### src/hdl/spd_pkg.sv
`timescale 1ns / 1ps
package spd_pkg;

  localparam int WIN_LEN   = 20;
  localparam int WIN_AW    = 5;
  localparam int NUM_CLIFF = 4;
  localparam int CFG_AW    = 5;

  // frame markers
  localparam logic [7:0] START_BYTE = 8'd19;
  localparam logic [7:0] LEN_BYTE   = 8'(WIN_LEN - 3);
  localparam logic [7:0] ID_CL      = 8'd28;
  localparam logic [7:0] ID_CFL     = 8'd29;
  localparam logic [7:0] ID_CFR     = 8'd30;
  localparam logic [7:0] ID_CR      = 8'd31;
  localparam logic [7:0] ID_DIST    = 8'd19;
  localparam logic [7:0] ID_IR      = 8'd17;

  // byte offsets within the window
  localparam logic [WIN_AW-1:0] OFF_START  = 5'd0;
  localparam logic [WIN_AW-1:0] OFF_LEN    = 5'd1;
  localparam logic [WIN_AW-1:0] OFF_ID_CL  = 5'd2;
  localparam logic [WIN_AW-1:0] OFF_CL_HI  = 5'd3;
  localparam logic [WIN_AW-1:0] OFF_CL_LO  = 5'd4;
  localparam logic [WIN_AW-1:0] OFF_ID_CFL = 5'd5;
  localparam logic [WIN_AW-1:0] OFF_CFL_HI = 5'd6;
  localparam logic [WIN_AW-1:0] OFF_CFL_LO = 5'd7;
  localparam logic [WIN_AW-1:0] OFF_ID_CFR = 5'd8;
  localparam logic [WIN_AW-1:0] OFF_CFR_HI = 5'd9;
  localparam logic [WIN_AW-1:0] OFF_CFR_LO = 5'd10;
  localparam logic [WIN_AW-1:0] OFF_ID_CR  = 5'd11;
  localparam logic [WIN_AW-1:0] OFF_CR_HI  = 5'd12;
  localparam logic [WIN_AW-1:0] OFF_CR_LO  = 5'd13;
  localparam logic [WIN_AW-1:0] OFF_ID_DST = 5'd14;
  localparam logic [WIN_AW-1:0] OFF_DST_HI = 5'd15;
  localparam logic [WIN_AW-1:0] OFF_DST_LO = 5'd16;
  localparam logic [WIN_AW-1:0] OFF_ID_IR  = 5'd17;
  localparam logic [WIN_AW-1:0] OFF_IR     = 5'd18;
  localparam logic [WIN_AW-1:0] OFF_LAST   = 5'(WIN_LEN - 1);

  localparam logic [1:0] ACT_FWD = 2'd0;
  localparam logic [1:0] ACT_BWD = 2'd3;

  typedef enum logic [2:0] {
    REG_THR_L   = 3'd0,
    REG_THR_FL  = 3'd1,
    REG_THR_FR  = 3'd2,
    REG_THR_R   = 3'd3,
    REG_POL     = 3'd4
  } spd_reg_t;

  typedef enum logic [1:0] {
    ST_IDLE,
    ST_SCAN,
    ST_LEVEL,
    ST_EMIT
  } spd_state_t;

  typedef struct packed {
    logic [NUM_CLIFF-1:0][15:0] thr;
    logic                       high_pol;
  } spd_cfg_t;

  typedef struct packed {
    logic              push;
    logic [7:0]        data;
    logic              rd_en;
    logic [WIN_AW-1:0] rd_off;
    logic              slide;
    logic              clear;
  } spd_win_cmd_t;

  typedef struct packed {
    logic       fill_last;
    logic [7:0] rd_data;
  } spd_win_sts_t;

  function automatic logic [WIN_AW-1:0] spd_wrap(logic [WIN_AW:0] s);
    logic [WIN_AW:0] t;
    t = s - (WIN_AW+1)'(WIN_LEN);
    return (s >= (WIN_AW+1)'(WIN_LEN)) ? t[WIN_AW-1:0] : s[WIN_AW-1:0];
  endfunction

  function automatic logic spd_byte_ok(logic [WIN_AW-1:0] off, logic [7:0] b);
    logic ok;
    ok = 1'b1;
    unique case (off)
      OFF_START:  ok = (b == START_BYTE);
      OFF_LEN:    ok = (b == LEN_BYTE);
      OFF_ID_CL:  ok = (b == ID_CL);
      OFF_ID_CFL: ok = (b == ID_CFL);
      OFF_ID_CFR: ok = (b == ID_CFR);
      OFF_ID_CR:  ok = (b == ID_CR);
      OFF_ID_DST: ok = (b == ID_DIST);
      OFF_ID_IR:  ok = (b == ID_IR);
      default:    ok = 1'b1;
    endcase
    return ok;
  endfunction

endpackage

### src/hdl/spd_in_if.sv
`timescale 1ns / 1ps
interface spd_in_if;
  logic       valid;
  logic       ready;
  logic [7:0] rx_byte;
  logic [1:0] motion_action;

  modport source (output valid, rx_byte, motion_action, input ready);
  modport sink   (input valid, rx_byte, motion_action, output ready);
endinterface

### src/hdl/spd_out_if.sv
`timescale 1ns / 1ps
interface spd_out_if;
  logic               valid;
  logic               ready;
  logic               status;
  logic [15:0]        cliff_left;
  logic [15:0]        cliff_front_left;
  logic [15:0]        cliff_front_right;
  logic [15:0]        cliff_right;
  logic [3:0]         cliff_bits;
  logic signed [15:0] distance;
  logic [7:0]         ir_code;
  logic               stop_motion;
  logic [2:0]         led_bits;
  logic [31:0]        packet_index;

  modport source (output valid, status, cliff_left, cliff_front_left, cliff_front_right,
                  cliff_right, cliff_bits, distance, ir_code, stop_motion, led_bits,
                  packet_index, input ready);
  modport sink   (input valid, status, cliff_left, cliff_front_left, cliff_front_right,
                  cliff_right, cliff_bits, distance, ir_code, stop_motion, led_bits,
                  packet_index, output ready);
endinterface

### src/hdl/spd_cfg_regs.sv
`timescale 1ns / 1ps
module spd_cfg_regs (
  input  logic                       clk,
  input  logic                       rst_n,
  input  logic                       psel,
  input  logic                       penable,
  input  logic                       pwrite,
  input  logic [spd_pkg::CFG_AW-1:0] paddr,
  input  logic [31:0]                pwdata,
  output logic [31:0]                prdata,
  output spd_pkg::spd_cfg_t          cfg
);
  import spd_pkg::*;

  spd_cfg_t cfg_r;
  spd_cfg_t cfg_nxt;
  spd_reg_t idx;
  logic     wr;

  assign idx = spd_reg_t'(paddr[CFG_AW-1:2]);
  assign wr  = psel & penable & pwrite;
  assign cfg = cfg_r;

  always_comb begin
    cfg_nxt = cfg_r;
    if (wr) begin
      unique case (idx)
        REG_THR_L:  cfg_nxt.thr[0]   = pwdata[15:0];
        REG_THR_FL: cfg_nxt.thr[1]   = pwdata[15:0];
        REG_THR_FR: cfg_nxt.thr[2]   = pwdata[15:0];
        REG_THR_R:  cfg_nxt.thr[3]   = pwdata[15:0];
        REG_POL:    cfg_nxt.high_pol = pwdata[0];
        default:    cfg_nxt = cfg_r;
      endcase
    end
  end

  always_comb begin
    unique case (idx)
      REG_THR_L:  prdata = {16'd0, cfg_r.thr[0]};
      REG_THR_FL: prdata = {16'd0, cfg_r.thr[1]};
      REG_THR_FR: prdata = {16'd0, cfg_r.thr[2]};
      REG_THR_R:  prdata = {16'd0, cfg_r.thr[3]};
      REG_POL:    prdata = {31'd0, cfg_r.high_pol};
      default:    prdata = 32'd0;
    endcase
  end

  always_ff @(posedge clk) begin
    if (!rst_n) begin
      cfg_r.thr      <= '0;
      cfg_r.high_pol <= 1'b1;
    end else begin
      cfg_r <= cfg_nxt;
    end
  end

endmodule

### src/hdl/spd_window.sv
`timescale 1ns / 1ps
module spd_window (
  input  logic                  clk,
  input  logic                  rst_n,
  input  spd_pkg::spd_win_cmd_t cmd,
  output spd_pkg::spd_win_sts_t sts
);
  import spd_pkg::*;

  // circular buffer: base_r is the oldest byte, a slide just moves it on
  logic [7:0]        mem [WIN_LEN];
  logic [WIN_AW-1:0] base_r, base_nxt;
  logic [WIN_AW-1:0] fill_r, fill_nxt;
  logic [WIN_AW-1:0] wr_addr;
  logic [WIN_AW-1:0] rd_addr;
  logic [7:0]        rd_data_r;

  assign wr_addr = spd_wrap({1'b0, base_r} + {1'b0, fill_r});
  assign rd_addr = spd_wrap({1'b0, base_r} + {1'b0, cmd.rd_off});

  assign sts.fill_last = (fill_r == OFF_LAST);
  assign sts.rd_data   = rd_data_r;

  always_comb begin
    base_nxt = base_r;
    fill_nxt = fill_r;
    if (cmd.push) begin
      fill_nxt = fill_r + 1'b1;
    end else if (cmd.slide) begin
      base_nxt = spd_wrap({1'b0, base_r} + (WIN_AW+1)'(1));
      fill_nxt = OFF_LAST;
    end else if (cmd.clear) begin
      fill_nxt = '0;
    end
  end

  always_ff @(posedge clk) begin
    if (!rst_n) begin
      base_r <= '0;
      fill_r <= '0;
    end else begin
      base_r <= base_nxt;
      fill_r <= fill_nxt;
    end
  end

  always_ff @(posedge clk) begin
    if (cmd.push) begin
      mem[wr_addr] <= cmd.data;
    end
    if (cmd.rd_en) begin
      rd_data_r <= mem[rd_addr];
    end
  end

endmodule

### src/hdl/spd_engine.sv
`timescale 1ns / 1ps
module spd_engine #(
  parameter int SEQUENCE_WIDTH = 32
) (
  input  logic                  clk,
  input  logic                  rst_n,
  spd_in_if.sink                in_ch,
  spd_out_if.source             out_ch,
  input  spd_pkg::spd_cfg_t     cfg,
  output spd_pkg::spd_win_cmd_t win_cmd,
  input  spd_pkg::spd_win_sts_t win_sts
);
  import spd_pkg::*;

  spd_state_t state_r, state_nxt;

  logic [WIN_AW-1:0]         k_r;
  logic                      proc_v_r;
  logic [WIN_AW-1:0]         proc_off_r;
  logic [7:0]                sum_r;
  logic                      ok_r;
  logic                      pass_r;
  logic [1:0]                j_r;
  logic [NUM_CLIFF-1:0]      lvl_r;
  logic [1:0]                act_r;
  logic [NUM_CLIFF-1:0][15:0] cliff_r;
  logic [15:0]               dist_r;
  logic [7:0]                ir_r;
  logic [SEQUENCE_WIDTH-1:0] cnt_r;

  logic                      out_valid_r;
  logic                      out_status_r;
  logic [NUM_CLIFF-1:0][15:0] out_cliff_r;
  logic [3:0]                out_bits_r;
  logic [15:0]               out_dist_r;
  logic [7:0]                out_ir_r;
  logic                      out_stop_r;
  logic [2:0]                out_led_r;
  logic [31:0]               out_idx_r;

  logic       scan_start;
  logic       scan_last;
  logic       emit;
  logic [7:0] sum_cur;
  logic       ok_cur;
  logic       frame_pass;
  logic       front;
  logic       side;
  logic       stop;

  // shared byte unit: one add and one marker compare per window byte
  assign sum_cur    = sum_r + win_sts.rd_data;
  assign ok_cur     = ok_r & spd_byte_ok(proc_off_r, win_sts.rd_data);
  assign frame_pass = ok_cur && (sum_cur == 8'd0);
  assign scan_last  = proc_v_r && (proc_off_r == OFF_LAST);

  assign front = lvl_r[1] | lvl_r[2];
  assign side  = lvl_r[0] | lvl_r[3];
  assign stop  = ((act_r == ACT_FWD) && front) || ((act_r == ACT_BWD) && side);

  always_comb begin
    state_nxt      = state_r;
    in_ch.ready    = 1'b0;
    scan_start     = 1'b0;
    emit           = 1'b0;
    win_cmd        = '0;
    win_cmd.data   = in_ch.rx_byte;
    win_cmd.rd_off = k_r;
    unique case (state_r)
      ST_IDLE: begin
        in_ch.ready = 1'b1;
        if (in_ch.valid) begin
          win_cmd.push = 1'b1;
          if (win_sts.fill_last) begin
            scan_start = 1'b1;
            state_nxt  = ST_SCAN;
          end
        end
      end
      ST_SCAN: begin
        win_cmd.rd_en = (k_r <= OFF_LAST);
        if (scan_last) begin
          state_nxt = frame_pass ? ST_LEVEL : ST_EMIT;
        end
      end
      ST_LEVEL: begin
        if (j_r == 2'(NUM_CLIFF - 1)) begin
          state_nxt = ST_EMIT;
        end
      end
      ST_EMIT: begin
        if (!out_valid_r || out_ch.ready) begin
          emit          = 1'b1;
          win_cmd.slide = !pass_r;
          win_cmd.clear = pass_r;
          state_nxt     = ST_IDLE;
        end
      end
      default: state_nxt = ST_IDLE;
    endcase
  end

  always_ff @(posedge clk) begin
    if (!rst_n) begin
      state_r     <= ST_IDLE;
      k_r         <= '0;
      proc_v_r    <= 1'b0;
      j_r         <= '0;
      out_valid_r <= 1'b0;
      cnt_r       <= '0;
    end else begin
      state_r  <= state_nxt;
      proc_v_r <= win_cmd.rd_en;
      if (scan_start) begin
        k_r <= '0;
      end else if (win_cmd.rd_en) begin
        k_r <= k_r + 1'b1;
      end
      if (state_r == ST_LEVEL) begin
        j_r <= j_r + 1'b1;
      end else begin
        j_r <= '0;
      end
      if (emit) begin
        out_valid_r <= 1'b1;
      end else if (out_ch.ready) begin
        out_valid_r <= 1'b0;
      end
      if (emit && pass_r) begin
        cnt_r <= cnt_r + SEQUENCE_WIDTH'(1);
      end
    end
  end

  always_ff @(posedge clk) begin
    if (in_ch.valid && in_ch.ready) begin
      act_r <= in_ch.motion_action;
    end
    if (scan_start) begin
      sum_r <= 8'd0;
      ok_r  <= 1'b1;
    end else if (proc_v_r) begin
      sum_r <= sum_cur;
      ok_r  <= ok_cur;
    end
    if (win_cmd.rd_en) begin
      proc_off_r <= k_r;
    end
    if (scan_last) begin
      pass_r <= frame_pass;
    end
    if (proc_v_r) begin
      case (proc_off_r)
        OFF_CL_HI:  cliff_r[0][15:8] <= win_sts.rd_data;
        OFF_CL_LO:  cliff_r[0][7:0]  <= win_sts.rd_data;
        OFF_CFL_HI: cliff_r[1][15:8] <= win_sts.rd_data;
        OFF_CFL_LO: cliff_r[1][7:0]  <= win_sts.rd_data;
        OFF_CFR_HI: cliff_r[2][15:8] <= win_sts.rd_data;
        OFF_CFR_LO: cliff_r[2][7:0]  <= win_sts.rd_data;
        OFF_CR_HI:  cliff_r[3][15:8] <= win_sts.rd_data;
        OFF_CR_LO:  cliff_r[3][7:0]  <= win_sts.rd_data;
        OFF_DST_HI: dist_r[15:8]     <= win_sts.rd_data;
        OFF_DST_LO: dist_r[7:0]      <= win_sts.rd_data;
        OFF_IR:     ir_r             <= win_sts.rd_data;
        default: ;
      endcase
    end
    // one comparator, stepped over the four readings
    if (state_r == ST_LEVEL) begin
      lvl_r[j_r] <= (cliff_r[j_r] > cfg.thr[j_r]) ? cfg.high_pol : ~cfg.high_pol;
    end
    if (emit) begin
      out_status_r <= !pass_r;
      if (pass_r) begin
        out_cliff_r <= cliff_r;
        out_bits_r  <= {lvl_r[0], lvl_r[1], lvl_r[2], lvl_r[3]};
        out_dist_r  <= dist_r;
        out_ir_r    <= ir_r;
        out_stop_r  <= stop;
        out_led_r   <= {lvl_r[0], front, lvl_r[3]};
        out_idx_r   <= 32'(cnt_r);
      end else begin
        out_cliff_r <= '0;
        out_bits_r  <= '0;
        out_dist_r  <= '0;
        out_ir_r    <= '0;
        out_stop_r  <= 1'b0;
        out_led_r   <= '0;
        out_idx_r   <= '0;
      end
    end
  end

  assign out_ch.valid             = out_valid_r;
  assign out_ch.status            = out_status_r;
  assign out_ch.cliff_left        = out_cliff_r[0];
  assign out_ch.cliff_front_left  = out_cliff_r[1];
  assign out_ch.cliff_front_right = out_cliff_r[2];
  assign out_ch.cliff_right       = out_cliff_r[3];
  assign out_ch.cliff_bits        = out_bits_r;
  assign out_ch.distance          = $signed(out_dist_r);
  assign out_ch.ir_code           = out_ir_r;
  assign out_ch.stop_motion       = out_stop_r;
  assign out_ch.led_bits          = out_led_r;
  assign out_ch.packet_index      = out_idx_r;

endmodule

### src/hdl/sensor_packet_deframer.sv
`timescale 1ns / 1ps
// Sensor packet deframer. Serial bytes enter one per beat on in_ch into a 20-byte window;
// a beat that does not fill the window gives no result. The beat that fills it starts a
// walk over the window memory, one byte per cycle through a single read port into one
// shared add-and-compare unit that checks the markers and the byte sum and picks out the
// fields, then, for a good frame only, one threshold comparator stepped over the four
// cliff readings, and then the result register is loaded, raising out_ch.valid; the load
// waits while an earlier result is still held. in_ch.ready is low from that beat until the
// load. A good frame gives status 0 with the decoded fields and advances the packet
// counter; a bad one gives status 1 with all other fields zero and drops the oldest byte.
// Registers (APB, byte address 4*i): 0..3 cliff thresholds left, front left, front right,
// right (16 bits, reset 0); 4 high polarity (1 bit, reset 1). Write them only while the
// block is idle.
module sensor_packet_deframer #(
  parameter int SEQUENCE_WIDTH = 32
) (
  input  logic                       clk,
  input  logic                       rst_n,
  spd_in_if.sink                     in_ch,
  spd_out_if.source                  out_ch,
  input  logic                       psel,
  input  logic                       penable,
  input  logic                       pwrite,
  input  logic [spd_pkg::CFG_AW-1:0] paddr,
  input  logic [31:0]                pwdata,
  output logic [31:0]                prdata,
  output logic                       pready
);
  import spd_pkg::*;

  spd_cfg_t     cfg;
  spd_win_cmd_t win_cmd;
  spd_win_sts_t win_sts;

  assign pready = 1'b1;

  spd_cfg_regs u_cfg (
    .clk     (clk),
    .rst_n   (rst_n),
    .psel    (psel),
    .penable (penable),
    .pwrite  (pwrite),
    .paddr   (paddr),
    .pwdata  (pwdata),
    .prdata  (prdata),
    .cfg     (cfg)
  );

  spd_window u_win (
    .clk   (clk),
    .rst_n (rst_n),
    .cmd   (win_cmd),
    .sts   (win_sts)
  );

  spd_engine #(
    .SEQUENCE_WIDTH (SEQUENCE_WIDTH)
  ) u_eng (
    .clk     (clk),
    .rst_n   (rst_n),
    .in_ch   (in_ch),
    .out_ch  (out_ch),
    .cfg     (cfg),
    .win_cmd (win_cmd),
    .win_sts (win_sts)
  );

endmodule

### src/flat_wrapper.sv
// flat-port wrapper written by rule: the top's interface ports become plain ports
module sensor_packet_deframer_flat import spd_pkg::*;
#(
  parameter int SEQUENCE_WIDTH = 32
)
  (clk, rst_n, psel, penable, pwrite, paddr, pwdata, prdata, pready, in_ch_valid, in_ch_rx_byte, in_ch_motion_action, in_ch_ready, out_ch_valid, out_ch_status, out_ch_cliff_left, out_ch_cliff_front_left, out_ch_cliff_front_right, out_ch_cliff_right, out_ch_cliff_bits, out_ch_distance, out_ch_ir_code, out_ch_stop_motion, out_ch_led_bits, out_ch_packet_index, out_ch_ready);
  spd_in_if in_ch_i ();
  spd_out_if out_ch_i ();
  input  logic clk;
  input  logic rst_n;
  input  logic psel;
  input  logic penable;
  input  logic pwrite;
  input  logic [spd_pkg::CFG_AW-1:0] paddr;
  input  logic [31:0] pwdata;
  output logic [31:0] prdata;
  output logic pready;
  input wire logic [$bits(in_ch_i.valid)-1:0] in_ch_valid;
  input wire logic [$bits(in_ch_i.rx_byte)-1:0] in_ch_rx_byte;
  input wire logic [$bits(in_ch_i.motion_action)-1:0] in_ch_motion_action;
  output wire logic [$bits(in_ch_i.ready)-1:0] in_ch_ready;
  output wire logic [$bits(out_ch_i.valid)-1:0] out_ch_valid;
  output wire logic [$bits(out_ch_i.status)-1:0] out_ch_status;
  output wire logic [$bits(out_ch_i.cliff_left)-1:0] out_ch_cliff_left;
  output wire logic [$bits(out_ch_i.cliff_front_left)-1:0] out_ch_cliff_front_left;
  output wire logic [$bits(out_ch_i.cliff_front_right)-1:0] out_ch_cliff_front_right;
  output wire logic [$bits(out_ch_i.cliff_right)-1:0] out_ch_cliff_right;
  output wire logic [$bits(out_ch_i.cliff_bits)-1:0] out_ch_cliff_bits;
  output wire logic [$bits(out_ch_i.distance)-1:0] out_ch_distance;
  output wire logic [$bits(out_ch_i.ir_code)-1:0] out_ch_ir_code;
  output wire logic [$bits(out_ch_i.stop_motion)-1:0] out_ch_stop_motion;
  output wire logic [$bits(out_ch_i.led_bits)-1:0] out_ch_led_bits;
  output wire logic [$bits(out_ch_i.packet_index)-1:0] out_ch_packet_index;
  input wire logic [$bits(out_ch_i.ready)-1:0] out_ch_ready;
  assign in_ch_i.valid = in_ch_valid;
  assign in_ch_i.rx_byte = in_ch_rx_byte;
  assign in_ch_i.motion_action = in_ch_motion_action;
  assign in_ch_ready = in_ch_i.ready;
  assign out_ch_valid = out_ch_i.valid;
  assign out_ch_status = out_ch_i.status;
  assign out_ch_cliff_left = out_ch_i.cliff_left;
  assign out_ch_cliff_front_left = out_ch_i.cliff_front_left;
  assign out_ch_cliff_front_right = out_ch_i.cliff_front_right;
  assign out_ch_cliff_right = out_ch_i.cliff_right;
  assign out_ch_cliff_bits = out_ch_i.cliff_bits;
  assign out_ch_distance = out_ch_i.distance;
  assign out_ch_ir_code = out_ch_i.ir_code;
  assign out_ch_stop_motion = out_ch_i.stop_motion;
  assign out_ch_led_bits = out_ch_i.led_bits;
  assign out_ch_packet_index = out_ch_i.packet_index;
  assign out_ch_i.ready = out_ch_ready;
  sensor_packet_deframer #(.SEQUENCE_WIDTH(SEQUENCE_WIDTH)) u_core (.clk(clk), .rst_n(rst_n), .in_ch(in_ch_i), .out_ch(out_ch_i), .psel(psel), .penable(penable), .pwrite(pwrite), .paddr(paddr), .pwdata(pwdata), .prdata(prdata), .pready(pready));
endmodule
### config.mk
export PLATFORM = sky130hd
export DESIGN_NAME = sensor_packet_deframer_flat
export DESIGN_NICKNAME = d
export VERILOG_FILES = /design/src/hdl/spd_pkg.sv /design/src/hdl/spd_in_if.sv /design/src/hdl/spd_out_if.sv /design/src/hdl/spd_cfg_regs.sv /design/src/hdl/spd_window.sv /design/src/hdl/spd_engine.sv /design/src/hdl/sensor_packet_deframer.sv /design/src/flat_wrapper.sv
export SDC_FILE = /design/constraint.sdc
export NUM_CORES = 1
export LEC_CHECK = 0
export BUFFER_PORTS_ARGS = -buffer_cell sky130_fd_sc_hd__buf_2
export CAP_MARGIN = 25
export CORE_MARGIN = 1.5
export CORE_UTILIZATION = 51
export CTS_BUF_LIST = sky130_fd_sc_hd__clkbuf_16
export DETAILED_ROUTE_END_ITERATION = 6
export GPL_TIMING_DRIVEN = 0
export PLACE_DENSITY = 0.8
export SYNTH_ARGS = -nofsm -noshare
export SYNTH_HDL_FRONTEND = slang
export SYNTH_SLANG_ARGS = --single-unit
### constraint.sdc
create_clock -name clk -period 8.1 [get_ports clk]
set_input_delay 0.405 -clock clk [delete_from_list [all_inputs] [get_ports clk]]
set_output_delay 0.405 -clock clk [all_outputs]
set_load 0.01 [all_outputs]
# [Yosys cells after proc, flatten, opt, wreduce, memory -nomap -nowiden]
# Memories as Yosys holds them, arrays and structs flattened. A register that Yosys moved wholly into a read port is not among the register bits.
# Cells that the tools add are included.
[classes] n_mux=38 order_cmp=7 eq_ne=40 multipliers=0 reduce_logical=40 n_bitwise=8 n_addsub=11 shift=0 n_div=0
[ops] op="$pmux W16 S5" n=1
[ops] op="$bmux W16 S2" n=2
[ops] op="$eq A8 B5 Y1 const B" n=6
[ops] op="$eq A5 B4 Y1 const B" n=8
[ops] op="$reduce_and A2 Y1" n=18
[ops] op="$add A32 B1 Y32 const B" n=1
[ops] op="$mux W16" n=2
[ops] op="$mux W5" n=6
[ops] op="$eq A5 B5 Y1 const B" n=5
[ops] op="$eq A5 B3 Y1 const B" n=4
[ops] op="$ge A6 B5 Y1 const B" n=3
[ops] op="$gt A16 B16 Y1" n=1
[ops] op="$mux W1" n=16
[ops] op="$sub A5 B5 Y5 const B" n=3
[ops] op="$mux W2" n=7
[ops] op="$add A5 B5 Y6" n=2
[ops] op="$add A5 B1 Y5 const B" n=2
[ops] op="$eq A5 B2 Y1 const B" n=2
[ops] op="$ne A2 B2 Y1 const B" n=5
[ops] op="$add A8 B8 Y8" n=1
[ops] op="$eq A2 B2 Y1 const B" n=4
[ops] op="$logic_not A8 Y1" n=1
[ops] op="$pmux W2 S4" n=1
[ops] op="$logic_and A1 B1 Y1" n=7
[ops] op="25 further kinds" n=36
[word_totals] out_inout_bits=164 ff_bits=356 rom_bits=0 elab_cells=186 mem_bits_rw=160 latchBits=0 n_memories=1
[mem_list] name="u_core.u_win.mem" words=20 width=8 read_ports=1 rd_ports_with_merged_regs=1 write_ports=1 line_no="spd_window.sv:11" source="logic [7:0] mem [WIN_LEN];"

# [Depth between registers and ports, before layout]
[logic_depth] depth_word=8 depth_mapped=13 depth_no_buf=12

# [Modules after synthesis]
# Synthesis repeated with hierarchy kept, for this count alone.
[hier_totals] hier_cells=1649 hier_area_um2=23993.0
[by_module_without_submodules] module="spd_engine" cells_per_inst=827 instances=1 seq_area_each_um2=7857.5 area_per_inst_um2=11999.0
[by_module_without_submodules] module="spd_window" cells_per_inst=525 instances=1 seq_area_each_um2=5245.0 area_per_inst_um2=8858.5
[by_module_without_submodules] module="spd_cfg_regs" cells_per_inst=295 instances=1 seq_area_each_um2=1301.2 area_per_inst_um2=3124.2
[by_module_without_submodules] module="sensor_packet_deframer" cells_per_inst=2 instances=1 seq_area_each_um2=0.0 area_per_inst_um2=11.3

# [Worst setup path before layout]
# OpenSTA, ideal clock, no wires.
[synth_timing] kind="input-to-reg" startpoint="input port out_ch_ready" endpoint="register u_core.u_eng.cnt_r[15]" slack_ps=3042 path_stages=8 t_arrival_ps=4943 required_time_ps=7985 path_buffers=0 cell_sequence="nand2b_1 -> nand2_1 -> clkinv_1 -> nand3_1 -> nor2_1 -> nand4_1 -> xnor2_1 -> and2_1"
[synth_via] elab_chain_cells=4
[synth_rtl] item="from (decl)" line_no="flat_wrapper.sv:34" source="input wire logic [$bits(out_ch_i.ready)-1:0] out_ch_ready;"
[synth_rtl] item="$logic_or A1 B1 Y1" line_no="spd_engine.sv:92" source="if (!out_valid_r || out_ch.ready) begin"
[synth_rtl] item="$mux W1" line_no="spd_engine.sv:92"
[synth_rtl] item="$mux W1" line_no="spd_engine.sv:69" source="unique case (state_r)"
[synth_rtl] item="via u_core.u_eng.emit" line_no="spd_engine.sv:43" source="logic emit;"
[synth_rtl] item="$logic_and A1 B1 Y1" line_no="spd_engine.sv:129" source="if (emit && pass_r) begin"
[synth_rtl] item="to (signal assigned)" line_no="spd_engine.sv:130" source="cnt_r <= cnt_r + SEQUENCE_WIDTH'(1);"
[synth_rtl] item="to (decl)" line_no="spd_engine.sv:29" source="logic [SEQUENCE_WIDTH-1:0] cnt_r;"
# The timed path passes the listed nets, and every way through them passes these cells.
# A chain may end at the register's enable or synchronous reset.

# [Worst setup path after layout]
[layout_timing] startpoint="register u_core.u_eng.j_r[0]" endpoint="register u_core.u_eng.lvl_r[0], data pin"
[layout_via] elab_chain_cells=5 word_cells_on_any_way=12 classes_between="order compare: 3; mux: 8; reduce/logical: 1"
[layout_rtl] item="from (decl)" line_no="spd_engine.sv:23" source="logic [1:0] j_r;"
[layout_rtl] item="from (signal assigned)" line_no="spd_engine.sv:120" source="j_r <= j_r + 1'b1;"
[layout_rtl] item="$bmux W16 S2, or another cell as far along" line_no="spd_engine.sv:170" source="lvl_r[j_r] <= (cliff_r[j_r] > cfg.thr[j_r]) ? cfg.high_pol : ~cfg.high_pol;"
[layout_rtl] item="$mux W16 (implied by the code) / $logic_and A1 B1 Y1 (equally long branches)" line_no="spd_engine.sv:170"
[layout_rtl] item="$gt A16 B16 Y1 / $mux W1 (equally long branches)" line_no="spd_engine.sv:170"
[layout_rtl] item="$mux W1 / $demux W1 S2 (equally long branches)" line_no="spd_engine.sv:170"
[layout_rtl] item="$bwmux W4 (*)" line_no="spd_engine.sv:170"
[layout_rtl] item="to (signal, indexed assignment)" line_no="spd_engine.sv:170"
[layout_rtl] item="to (decl)" line_no="spd_engine.sv:24" source="logic [NUM_CLIFF-1:0] lvl_r;"
# Every way passes the cells marked *; elsewhere a longest branch is shown, timed or not. The select of a mux whose other input is x is not followed.

==> impl_metrics.py <==
metrics = {
    "status": {
        "status": "completed",
    },
    "drt": {
        "ant_nets": 0,
        "viasPerCell": 5.615,
        "drt-wirelength-per-cell_um": 20.13,
        "drc": 0,
        "drt_iter0_drc": 1217,
        "vias": 14380,
        "drt_wl_total_um": 51560,
        "dr.pass1.iters": 6,
    },
    "min_path": {
        "hold_end": "u_core.u_cfg.cfg[32]",
        "whs_path_depth": 3,
        "hp-class": "in2reg",
        "hold_start": "pwdata[15]",
    },
    "cts": {
        "cts_root_buf": "clkbuf_16",
        "post_cts_buffers": 0,
        "cts_sinks": 522,
        "cts_tree": "built",
        "clk_pin_slew_ns": 0.06,
        "cts_buffers": 52,
        "insertion_delay_ns": 0.62,
        "clockBufferDepth": 3,
        "cts_max_level": 2,
    },
    "sta": {
        "max_slew.worst_pin.slew_ns": 0.9699,
        "finalHoldViolations": 0,
        "setup_slack_ns": 3.471,
        "rsz0062_at_grt": "false",
        "min_period_ns": 4.629,
        "fin_worst_skew_ns": 0.02948,
        "fin_tns_setup_ns": 0,
        "timing.hold.ws_ns": 0.08905,
        "slew_viol_final": 0,
        "relSlewSlack": 0.3510,
        "finalCritPeriodShare": 0.5714,
        "fmax_mhz": 216.0,
        "final-setup-viol-count": 0,
    },
    "setup_path": {
        "r2r_setup_slack_ns": 3.47,
        "path_max_fanout": 10,
        "cp_data_required_time_ns": 8.41,
        "worstReg2RegStart": "u_core.u_eng.j_r[0]",
        "arrival_ns": 4.94,
        "cpMostUsedCell": "nor2_1",
        "path_cells": "clkbuf_1 > buf_1 > mux4_2 > ha_1 > nand4_1 > nor2_1 > nor4_1 > a221oi_1 > a2111oi_0 > nor2_1 > xnor2_1",
        "rr_worst_depth": 11,
        "worstSetupStartpointType": "flip-flop",
        "r2r_end": "u_core.u_eng.lvl_r[0]",
        "cpMaxStageDelayCell": "buf_1",
        "crit_type": "reg2reg",
        "crit_path_end_kind": "flip-flop",
        "slowest_delay_ns": 0.72,
    },
    "logic_synthesis": {
        "yosysTopAreaCell": "edfxtp_1",
        "yosysMostFrequentCell": "edfxtp_1",
        "synth_ff_type": "edfxtp_1",
        "syn_avg_cell_area_um2": 13.76,
        "syn_inst": 1659,
        "synthTopCellsByArea": "edfxtp_1 (52%), dfxtp_1 (11%), mux4_2 (8.6%), and2_1 (4.3%), ha_1 (2.9%)",
        "synth_seq_cells": 522,
        "netlist_area_mm2": 0.02282,
        "synth_top_area_frac": 0.5197,
        "yosys_warnings": 0,
        "synth_edf_count": 395,
        "ys_seq_area_frac": 0.6311,
        "synth.distinct_cells": 68,
        "async_flop_share": 0,
        "synth_common_cells": "edfxtp_1 (395), nand2_1 (167), and2_1 (156), dfxtp_1 (127), nor2_1 (94)",
    },
    "global_route": {
        "grt_overflow": 0,
        "antenna_found_initial": 4,
        "grt_use_total": 0.2252,
        "grt_max_degree": 96,
        "grt_pass1_wl_um": 80320,
        "grt_pass1_vias": 14380,
    },
    "cells_and_area": {
        "synthToLayoutAreaGrowth_pct": 15.63,
        "layout-drive-gt1-share": 0.2010,
        "fin_nets": 2030,
        "fillCellCount": 3282,
    },
    "placed_design": {
        "post-place-ws_ns": 3.441,
        "port_buffers": 181,
        "dp_hpwl_um": 35840,
        "place_congestion": 0.8921,
    },
    "floorplan": {
        "die_w_um": 214.6,
        "initial_core_util": 0.5161,
        "die_h_um": 214.6,
        "core-area_mm2": 0.04422,
        "rows": 77,
        "dieArea_mm2": 0.04603,
        "ios": 218,
    },
    "pwr": {
        "ir_worst_vdd_mv": 0.1906,
        "power_mw": 5.869,
        "p_seq_frac": 0.508,
        "p_switching_mw": 1.358,
        "p_sw_frac": 0.2314,
        "p_int_mw": 4.511,
        "p_leak_nw": 9.186,
        "clockPowerShare": 0.409,
        "p_per_area_mw_per_mm2": 222.4,
        "comb_power_share": 0.084,
    },
    "flow_run": {
        "drv_cap": 0,
    },
}
per-stage QoR:
stage | util | std cells | area [um2]
finish | 0.5968 | 2561 | 26390
global route | 0.5968 | 2561 | 26390
CTS | 0.5964 | 2556 | 26370
detailed placement | 0.5567 | 2456 | 24620
global placement | 0.5547 | 2447 | 24530
floorplan | - | 1674 | 22880
repair_timing:
| item | CTS | global route |
|---|---|---|
| endpoints found under the hold margin | 2 | 0 |
| setup endpoints to repair | 0 | 0 |
| resized for setup | 0 | 0 |
| hold buffers | 2 | 0 |
critical path: cells and delay by family (launching register included):
kind                       cells  cell delay [ns]
AOI/OAI and AO/OA              2             0.73
xor gates and xnor gates       1             0.54
adders and majority gates      1             0.35
buffers and inverters          2             1.22
DFF                            1             0.36
muxes                          1             0.66
and+or+nand+nor                4             0.47
cells by family after synthesis:
group,count (synthesis),synth area share
other,2,0.0003290
XOR/XNOR,48,0.01875
AO/OA/AOI/OAI,210,0.06529
adder cells (fa/ha/maj),55,0.03114
flip-flops,522,0.6311
multiplexers,117,0.09906
buffers and inverters,137,0.02730
AND/OR/NAND/NOR,568,0.1271
how the worst max path moves through the flow:
stage | cells after the start | endpoint | from | slack (ns)
3_3_place_gp | 9 | u_core.u_eng.cnt_r[15] | out_ch_ready | 1.26
4_1_cts | 11 | u_core.u_eng.lvl_r[0] | u_core.u_eng.j_r[0] | 3.46
3_5_place_dp | 11 | u_core.u_eng.lvl_r[1] | u_core.u_eng.j_r[0] | 3.44
2_1_floorplan | 8 | u_core.u_eng.cnt_r[15] | out_ch_ready | 3.04
6_report | 11 | u_core.u_eng.lvl_r[0] | u_core.u_eng.j_r[0] | 3.47
5_1_grt | 11 | u_core.u_eng.lvl_r[0] | u_core.u_eng.j_r[0] | 3.29
flip-flops by register name (all words and copies together) (netlist names), 16 cells and up:
register,count
u_core.u_win.mem,160
u_core.u_eng.cnt_r,32
u_core.u_eng.out_ch.packet_index,32
u_core.u_eng.out_ch.cliff_front_left,16
u_core.u_eng.out_ch.cliff_left,16
u_core.u_eng.out_ch.cliff_front_right,16
u_core.u_cfg.cfg,65
u_core.u_eng.out_ch.cliff_right,16
u_core.u_eng.out_ch.distance,16
u_core.u_eng.dist_r,16
u_core.u_eng.cliff_r,64
layer usage:
metal | track usage | vias to the layer above | part of all wire
met1 | 0.2909 | 7060 | 0.40
li1 | - | 6611 | -
met5 | 0 | - | 0
met3 | 0.03844 | 127 | 0.069
met2 | 0.3767 | 582 | 0.49
met4 | 0.09718 | 0 | 0.036
layout make-up:
cell class | instances | area [um2] | area share
Inverter | 45 | 173.9 | 0.006590
Sequential cell | 522 | 14400 | 0.5458
Tap cell | 592 | 740.7 | 0.02807
Clock buffer | 53 | 1326 | 0.05025
Buffer | 92 | 454.2 | 0.01721
Multi-Input combinational cell | 1015 | 7860 | 0.2978
Timing Repair Buffer | 193 | 1012 | 0.03835
Clock inverter | 45 | 410.4 | 0.01555
Antenna cell | 4 | 10.01 | 0.0003793
power groups by stage:
stage / clock network [mW] / registers (mW) / logic, mW
after floorplan: 0 / 3.01 / 0.362
after global placement: 0 / 3.03 / 0.465
after detailed placement: 0 / 3.04 / 0.486
after CTS: 2.43 / 2.98 / 0.489
after global routing: 2.54 / 2.98 / 0.534
final: 2.40 / 2.98 / 0.490
layout by cell type (no fill, tap or decap), types with 29 or more instances in the layout:
cell type / n
a21boi_0: 73
and2_1: 156
buf_2: 190
clkbuf_1: 58
clkbuf_16: 53
dfxtp_1: 127
edfxtp_1: 395
ha_1: 52
inv_1: 47
mux2i_1: 29
mux4_2: 87
nand2_1: 167
nor2_1: 94
nor2b_1: 45
xnor2_1: 31
No activity file was read; power rests on OpenSTA's default activity.
